<file path="config.mk">
export PLATFORM = sky130hd
export DESIGN_NAME = fp32_reciprocal_core_flat
export DESIGN_NICKNAME = d
export VERILOG_FILES = /design/src/rtl/fr_pkg.sv /design/src/rtl/fr_in_if.sv /design/src/rtl/fr_out_if.sv /design/src/rtl/fr_stage.sv /design/src/rtl/fp32_reciprocal_core.sv /design/src/flat_wrapper.sv
export SDC_FILE = /design/constraint.sdc
export NUM_CORES = 2
export LEC_CHECK = 0
export BUFFER_PORTS_ARGS = -buffer_cell sky130_fd_sc_hd__buf_2
export CAP_MARGIN = 20
export CORE_MARGIN = 8
export CORE_UTILIZATION = 58
export DETAILED_ROUTE_END_ITERATION = 8
export GPL_ROUTABILITY_DRIVEN = 0
export HOLD_SLACK_MARGIN = 0.03
export PLACE_DENSITY = 0.81
export SETUP_SLACK_MARGIN = 0.4
export SKIP_CTS_REPAIR_TIMING = 1
export SLEW_MARGIN = 20
export SYNTH_ARGS = -nofsm -noshare
export SYNTH_HDL_FRONTEND = slang
export SYNTH_SLANG_ARGS = --single-unit
</file>
<file path="constraint.sdc">
create_clock -name clk -period 89.2 [get_ports clk]
set_input_delay 0 -clock clk [delete_from_list [all_inputs] [get_ports clk]]
set_output_delay 0 -clock clk [all_outputs]
set_load 0.01 [all_outputs]
</file>
<file path="src/rtl/fr_pkg.sv">
// Package with shared constants, types and the division step for the reciprocal core.
package fr_pkg;

  localparam int unsigned NumSteps = 23;
  localparam logic [23:0] SigOne = 24'h800000;
  localparam logic [24:0] Dividend = 25'h1000000;
  localparam logic [7:0] ExpInf = 8'hff;

  // One item as it travels down the divider pipeline.
  typedef struct packed {
    logic        special;
    logic [31:0] spec_res;
    logic        sign;
    logic [7:0]  expo;
    logic        subnorm;
    logic [4:0]  nbits;
    logic [23:0] m;
    logic [24:0] rem;
    logic [23:0] q;
  } lane_t;

  // One restoring division step: shift, compare, subtract.
  function automatic lane_t div_step(lane_t l);
    lane_t       r;
    logic [25:0] sh;
    r = l;
    sh = {l.rem, 1'b0};
    if (sh >= {2'b00, l.m}) begin
      r.rem = 25'(sh - {2'b00, l.m});
      r.q = {l.q[22:0], 1'b1};
    end else begin
      r.rem = sh[24:0];
      r.q = {l.q[22:0], 1'b0};
    end
    return r;
  endfunction

endpackage

</file>
<file path="src/rtl/fr_in_if.sv">
// Input channel interface carrying one operand per beat.
interface fr_in_if;
  logic        valid;
  logic        ready;
  logic [31:0] operand_bits;
  modport source (output valid, output operand_bits, input ready);
  modport sink (input valid, input operand_bits, output ready);
endinterface

</file>
<file path="src/rtl/fr_out_if.sv">
// Output channel interface carrying one reciprocal per beat.
interface fr_out_if;
  logic        valid;
  logic        ready;
  logic [31:0] reciprocal_bits;
  modport source (output valid, output reciprocal_bits, input ready);
  modport sink (input valid, input reciprocal_bits, output ready);
endinterface

</file>
<file path="src/rtl/fr_stage.sv">
// One pipeline stage of the restoring divider.
module fr_stage
  import fr_pkg::*;
(
  input  logic       clk,
  input  logic       rst,
  input  logic       en,
  input  logic [4:0] step_idx,
  input  logic       in_vld,
  input  lane_t      in_lane,
  output logic       out_vld,
  output lane_t      out_lane
);

  lane_t lane_next;

  // Items that need fewer quotient bits skip the trailing steps.
  always_comb begin
    if (!in_lane.special && (step_idx < in_lane.nbits)) begin
      lane_next = div_step(in_lane);
    end else begin
      lane_next = in_lane;
    end
  end

  always_ff @(posedge clk) begin
    if (rst) begin
      out_vld <= 1'b0;
    end else if (en) begin
      out_vld <= in_vld;
    end
  end

  always_ff @(posedge clk) begin
    if (en) begin
      out_lane <= lane_next;
    end
  end

endmodule

</file>
<file path="src/rtl/fp32_reciprocal_core.sv">
// Single-precision reciprocal: decode stage, 23 divider stages, rounding output register.
// The pipeline is a decode stage, 23 one-step restoring divider stages and a rounding stage.
// Throughput is one beat per cycle; the whole pipeline holds while the output waits.
// Reset clears all valid bits; payload registers are not reset.
module fp32_reciprocal_core
  import fr_pkg::*;
(
  input logic clk,
  input logic rst,
  fr_in_if.sink   in_ch,
  fr_out_if.source out_ch
);

  logic        adv;
  logic        vld [0:NumSteps];
  lane_t       pipe [0:NumSteps];
  lane_t       dec;
  logic [30:0] mag;
  logic [7:0]  ex;
  logic [22:0] frac;
  logic        out_valid;
  logic [31:0] out_data;
  logic [25:0] rem2;
  logic        up;
  logic [24:0] qr;
  logic [31:0] res_next;
  lane_t       last;

  assign adv = !out_valid || out_ch.ready;
  assign in_ch.ready = adv;
  assign out_ch.valid = out_valid;
  assign out_ch.reciprocal_bits = out_data;

  assign mag = in_ch.operand_bits[30:0];
  assign ex = in_ch.operand_bits[30:23];
  assign frac = in_ch.operand_bits[22:0];

  // Classify the operand and set up the significand and result exponent.
  always_comb begin
    dec = '0;
    dec.sign = in_ch.operand_bits[31];
    dec.nbits = 5'd23;
    dec.m = SigOne | {1'b0, frac};
    if (mag <= 31'h200000) begin
      dec.special = 1'b1;
      dec.spec_res = {dec.sign, ExpInf, 23'd0};
    end else if (mag < 31'h800000) begin
      if (frac < 23'h400000) begin
        dec.m = {frac[21:0], 2'b00};
        dec.expo = 8'hfe;
      end else if (frac == 23'h400000) begin
        dec.special = 1'b1;
        dec.spec_res = {dec.sign, 8'hfe, 23'd0};
      end else begin
        dec.m = {frac, 1'b0};
        dec.expo = 8'hfd;
      end
    end else if (mag <= 31'h7e800000) begin
      if (frac == 23'd0) begin
        dec.special = 1'b1;
        dec.spec_res = {dec.sign, 8'(8'd254 - ex), 23'd0};
      end else begin
        dec.expo = 8'(8'd253 - ex);
      end
    end else if (mag < 31'h7f800000) begin
      dec.subnorm = 1'b1;
      if (mag < 31'h7f000000) begin
        dec.nbits = 5'd22;
      end else if (mag == 31'h7f000000) begin
        dec.special = 1'b1;
        dec.spec_res = {dec.sign, 31'h400000};
      end else begin
        dec.nbits = 5'd21;
      end
    end else if (mag == 31'h7f800000) begin
      dec.special = 1'b1;
      dec.spec_res = {dec.sign, 31'd0};
    end else begin
      dec.special = 1'b1;
      dec.spec_res = {dec.sign, ExpInf, frac | 23'h400000};
    end
    dec.rem = 25'(Dividend - {1'b0, dec.m});
    dec.q = 24'd1;
  end

  // Decode register.
  always_ff @(posedge clk) begin
    if (rst) begin
      vld[0] <= 1'b0;
    end else if (adv) begin
      vld[0] <= in_ch.valid;
    end
  end

  always_ff @(posedge clk) begin
    if (adv) begin
      pipe[0] <= dec;
    end
  end

  // Divider stages, one quotient bit each.
  for (genvar i = 0; i < NumSteps; i++) begin : g_step
    fr_stage u_stage (
      .clk      (clk),
      .rst      (rst),
      .en       (adv),
      .step_idx (5'(i)),
      .in_vld   (vld[i]),
      .in_lane  (pipe[i]),
      .out_vld  (vld[i+1]),
      .out_lane (pipe[i+1])
    );
  end

  // Round to nearest even on the final remainder and pack the result.
  assign last = pipe[NumSteps];
  assign rem2 = {last.rem, 1'b0};
  assign up = (rem2 > {2'b00, last.m}) || ((rem2 == {2'b00, last.m}) && last.q[0]);
  assign qr = {1'b0, last.q} + {24'd0, up};

  always_comb begin
    if (last.special) begin
      res_next = last.spec_res;
    end else if (last.subnorm) begin
      res_next = {last.sign, 6'd0, qr};
    end else begin
      res_next = {last.sign, last.expo, qr[22:0]};
    end
  end

  always_ff @(posedge clk) begin
    if (rst) begin
      out_valid <= 1'b0;
    end else if (adv) begin
      out_valid <= vld[NumSteps];
    end
  end

  always_ff @(posedge clk) begin
    if (adv) begin
      out_data <= res_next;
    end
  end

endmodule

</file>
<file path="src/flat_wrapper.sv">
// flat-port wrapper written by rule: the top's interface ports become plain ports
module fp32_reciprocal_core_flat import fr_pkg::*;
  (clk, rst, in_ch_valid, in_ch_operand_bits, in_ch_ready, out_ch_valid, out_ch_reciprocal_bits, out_ch_ready);
  fr_in_if in_ch_i ();
  fr_out_if out_ch_i ();
  input logic clk;
  input logic rst;
  input wire logic [$bits(in_ch_i.valid)-1:0] in_ch_valid;
  input wire logic [$bits(in_ch_i.operand_bits)-1:0] in_ch_operand_bits;
  output wire logic [$bits(in_ch_i.ready)-1:0] in_ch_ready;
  output wire logic [$bits(out_ch_i.valid)-1:0] out_ch_valid;
  output wire logic [$bits(out_ch_i.reciprocal_bits)-1:0] out_ch_reciprocal_bits;
  input wire logic [$bits(out_ch_i.ready)-1:0] out_ch_ready;
  assign in_ch_i.valid = in_ch_valid;
  assign in_ch_i.operand_bits = in_ch_operand_bits;
  assign in_ch_ready = in_ch_i.ready;
  assign out_ch_valid = out_ch_i.valid;
  assign out_ch_reciprocal_bits = out_ch_i.reciprocal_bits;
  assign out_ch_i.ready = out_ch_ready;
  fp32_reciprocal_core u_core (.clk(clk), .rst(rst), .in_ch(in_ch_i), .out_ch(out_ch_i));
endmodule
</file>
==> flow_summary.yaml <==
yosys:
  synth.distinct_cells: 98
  syn_area_sq_um: 125000
  synth.avg_cell_area_sq_um: 12.9
  yosys_most_used_dff: "edfxtp_1"
  synth_enable_flop_cells: 2584
  yosys.area_share.simple_pct: 8.68
  syn_nets: 10300
  synth_compound_area_share_pct: 10.8
  synthAdderAreaFrac_pct: 6.18
  synth.mux.area_fraction_pct: 5.27
  ys.warnings.count: 0
  synth_top_family_by_area: "compound AO/OA/AOI/OAI gates"
  synthXorXnorAreaFrac_pct: 3.46
  synth_seq_cells: 2609
  syn_inst: 9696
  yosysSeqAreaShare_pct: 62.3
  async_flop_share_pct: 0
timing:
  tightest_slew_ns: 1.22
  fmax_mhz: 191
  setup_viol: 0
  finalMaxSlewViolations: 0
  period_share_pct: 5.87
  finalSetupTns_ns: 0
  rsz0062_at_grt: "false"
  fin_skew_ns: 0.0583
  min_period_ns: 5.24
  hold_viol: 0
  slew_headroom_pct: 18.8
worst_setup_path:
  r2r_start: "u_core.out_ch.valid$_SDFFE_PP0P_"
  reg2reg_to: "u_core.g_step[9].u_stage.out_lane[87]$_DFFE_PP_"
  r2r_cells: 6
  crit_type: "reg -> reg"
  max_stage_delay_ns: 0.94
  endpoint_kind: "register"
  reg2reg_slack_ns: 83.96
  worstPathCellList: "nor2b_4 > inv_8 > buf_4 > buf_4 > buf_4 > buf_4"
  crit_fanout: 150
  start_kind: "register"
  worstPathRequired_ns: 89.71
  critPathSlowestCell: "buf_4"
  crit_top_cell: "buf_4"
  crit_arrival_ns: 5.75
  crit_path_start: "u_core.out_ch.valid$_SDFFE_PP0P_"
  critPathCapture: "u_core.g_step[9].u_stage.out_lane[87]$_DFFE_PP_"
worst_hold_path:
  worstHoldPathType: "in -> reg"
floorplanning:
  die_w_um: 481
  start_util_pct: 58.4
  core_area_sq_um: 215000
  ioPinCount: 70
  die-area_sq_um: 231000
  die_height_um: 481
  row_count: 170
placed_design:
  io_buffers: 69
  place_area_sq_um: 129000
  dp_hpwl_um: 185000
grt:
  grt_pass1_wl_um: 416000
  grt-ovfl-total: 0
  grt_max_degree: 202
  track_usage_pct: 22.3
  antenna_found_initial: 7
  grt_pass1_vias: 78100
routing:
  drcViolationCount: 3
  first_pass_iters: 9
  postRouteAntennaNets: 0
  drt_iter0_drc: 7038
  routed-via-count: 78400
  wl_per_cell_um: 20.6
  wl_um: 266000
  viasPerCell: 6.08
clock_network:
  htree_num_levels: 5
  clockBufferDepth: 4
  cts.sinks: 2609
  cts_buffers: 274
  root_buffer: "clkbuf_16"
  tritoncts: "done"
  clk_pin_slew_worst_paths_ns: 0.06
  clk_latency_ns: 0.92
power_and_ir_drop:
  powerDensity_nw_per_um2: 33.9
  p_leak_nw: 55.3
  ir_drop_mv: 0.0213
finish:
  layout-drive-gt1-share_pct: 10.6
  nets: 10500
  fillers: 14600
  area_delta_synth_final_pct: 10.1
  multi_input_area_sq_um: 43300
  fin_area_sq_um: 138000
  regArea_sq_um: 78100
status:
  violations: "design-rule violations"
  outcome: "complete, but fails checks"
flow_run:
  drv_cap: 0
-- flip-flops by register name, indices dropped and copies added, names as in the netlist --
register and cells:
u_core.pipe 93, u_core.g_step.u_stage.out_vld 23, u_core.vld 1, u_core.out_ch.valid 1
u_core.g_step.u_stage.out_lane 2459, u_core.out_ch.reciprocal_bits 32
-- worst max-delay path: cells and delay by family, from the launching register on --
family        cells  cell delay [ns]
simple gates      1             0.21
buf+inv           5             4.15
flops             1             0.31
-- cell usage after synthesis (149+ instances only) --
cell type  count  area, sq um
a21o_1       220         1650
a21oi_1      555         2780
clkbuf_1     256          961
edfxtp_1    2584        77600
ha_1         584         7310
inv_1        800         3000
mux2_2       436         4910
mux2i_1      169         1690
nand2_1      722         2710
nand3_1      149          746
nor2_1       458         1720
nor3_1       160          801
o21ai_0      439         2200
xnor2_1      294         2570
xor2_1       201         1760
-- layout make-up --
type	count	share of cell area, %
flip-flops and latches	2609	56.6
well taps	2838	2.57
inverters	805	2.19
clock buffers	323	5.22
clock inverters	133	0.985
diodes	2	0.00363
multi-input cells	5992	31.3
repair buffers	203	1.10
-- worst min path at each step --
| stage | from | endpoint | slack (ns) | cells past startpoint |
|---|---|---|---|---|
| 2_1_floorplan | in_ch_operand_bits[31] | u_core.pipe[2870]$_DFFE_PP_ | 0.1 | 0 |
| 3_3_place_gp | in_ch_valid | u_core.vld[23]$_SDFFE_PP0P_ | 0.25 | 3 |
| 3_5_place_dp | in_ch_operand_bits[31] | u_core.pipe[2870]$_DFFE_PP_ | 0.27 | 1 |
| 4_1_cts | in_ch_valid | u_core.vld[23]$_SDFFE_PP0P_ | -0.72 | 3 |
| 5_1_grt | in_ch_operand_bits[3] | u_core.pipe[2874]$_SDFFCE_PP0P_ | 0.04 | 3 |
| 6_report | in_ch_operand_bits[21] | u_core.pipe[2892]$_SDFFCE_PP0P_ | 0.08 | 3 |
-- report_power, final --
group	total [W]	internal, W	switching (W)
Clock	0.00110	0.000653	0.000450
Combinational	0.00173	0.000787	0.000940
Sequential	0.00186	0.00167	0.000183
-- routing by layer --
metal  track usage (%)  part of all wire (%)  up-vias
li1                  -                     -    36600
met1              24.2                    36    37600
met3              3.35                   5.6     1021
met5                 0                0.0060        -
met4              14.0                   7.4        2
met2              40.8                    51     3212
-- cell usage in the layout, fill, tap and decap left out, types with 87 or more instances in the layout --
| cell | count |
|---|---|
| a21o_1 | 220 |
| o311ai_0 | 87 |
| a211oi_1 | 88 |
| clkbuf_16 | 282 |
| inv_1 | 800 |
| nand4_1 | 94 |
| nor2b_1 | 137 |
| xor2_1 | 201 |
| nand3_1 | 149 |
| a31oi_1 | 87 |
| nor3_1 | 158 |
| nor2_1 | 455 |
| a21oi_1 | 552 |
| xnor2_1 | 294 |
| mux2i_1 | 169 |
| edfxtp_1 | 2584 |
| ha_1 | 584 |
| mux2_2 | 436 |
| o21ai_0 | 437 |
| nand2_1 | 722 |
-- logic make-up (layout without fill, tap and decap cells) --
logic type | after synthesis | in the layout
compound gates | 2067 | 2067
xor+xnor | 495 | 495
fa+ha+maj | 606 | 606
buf+inv | 1095 | 1464
flops | 2609 | 2609
mux | 605 | 605
other cells | 2 | 4
simple gates | 2217 | 2217
-- metrics by stage --
| stage | hold slack [ns] | cells | total power [W] | util (%) | setup slack [ns] |
|---|---|---|---|---|---|
| after CTS | -0.721 | 12900 | 0.00466 | 64.1 | 83.66 |
| after global routing | 0.0392 | 12900 | 0.00493 | 64.3 | 83.57 |
| after global placement | 0.247 | 12400 | 0.00345 | 60.1 | 83.83 |
| after floorplan | 0.0989 | 9696 | 0.00311 | - | 14.74 |
| final | 0.0764 | 12900 | 0.00469 | 64.3 | 83.96 |
| after detailed placement | 0.273 | 12400 | 0.00353 | 60.1 | 83.70 |
Power figures use the tool's default switching activity.
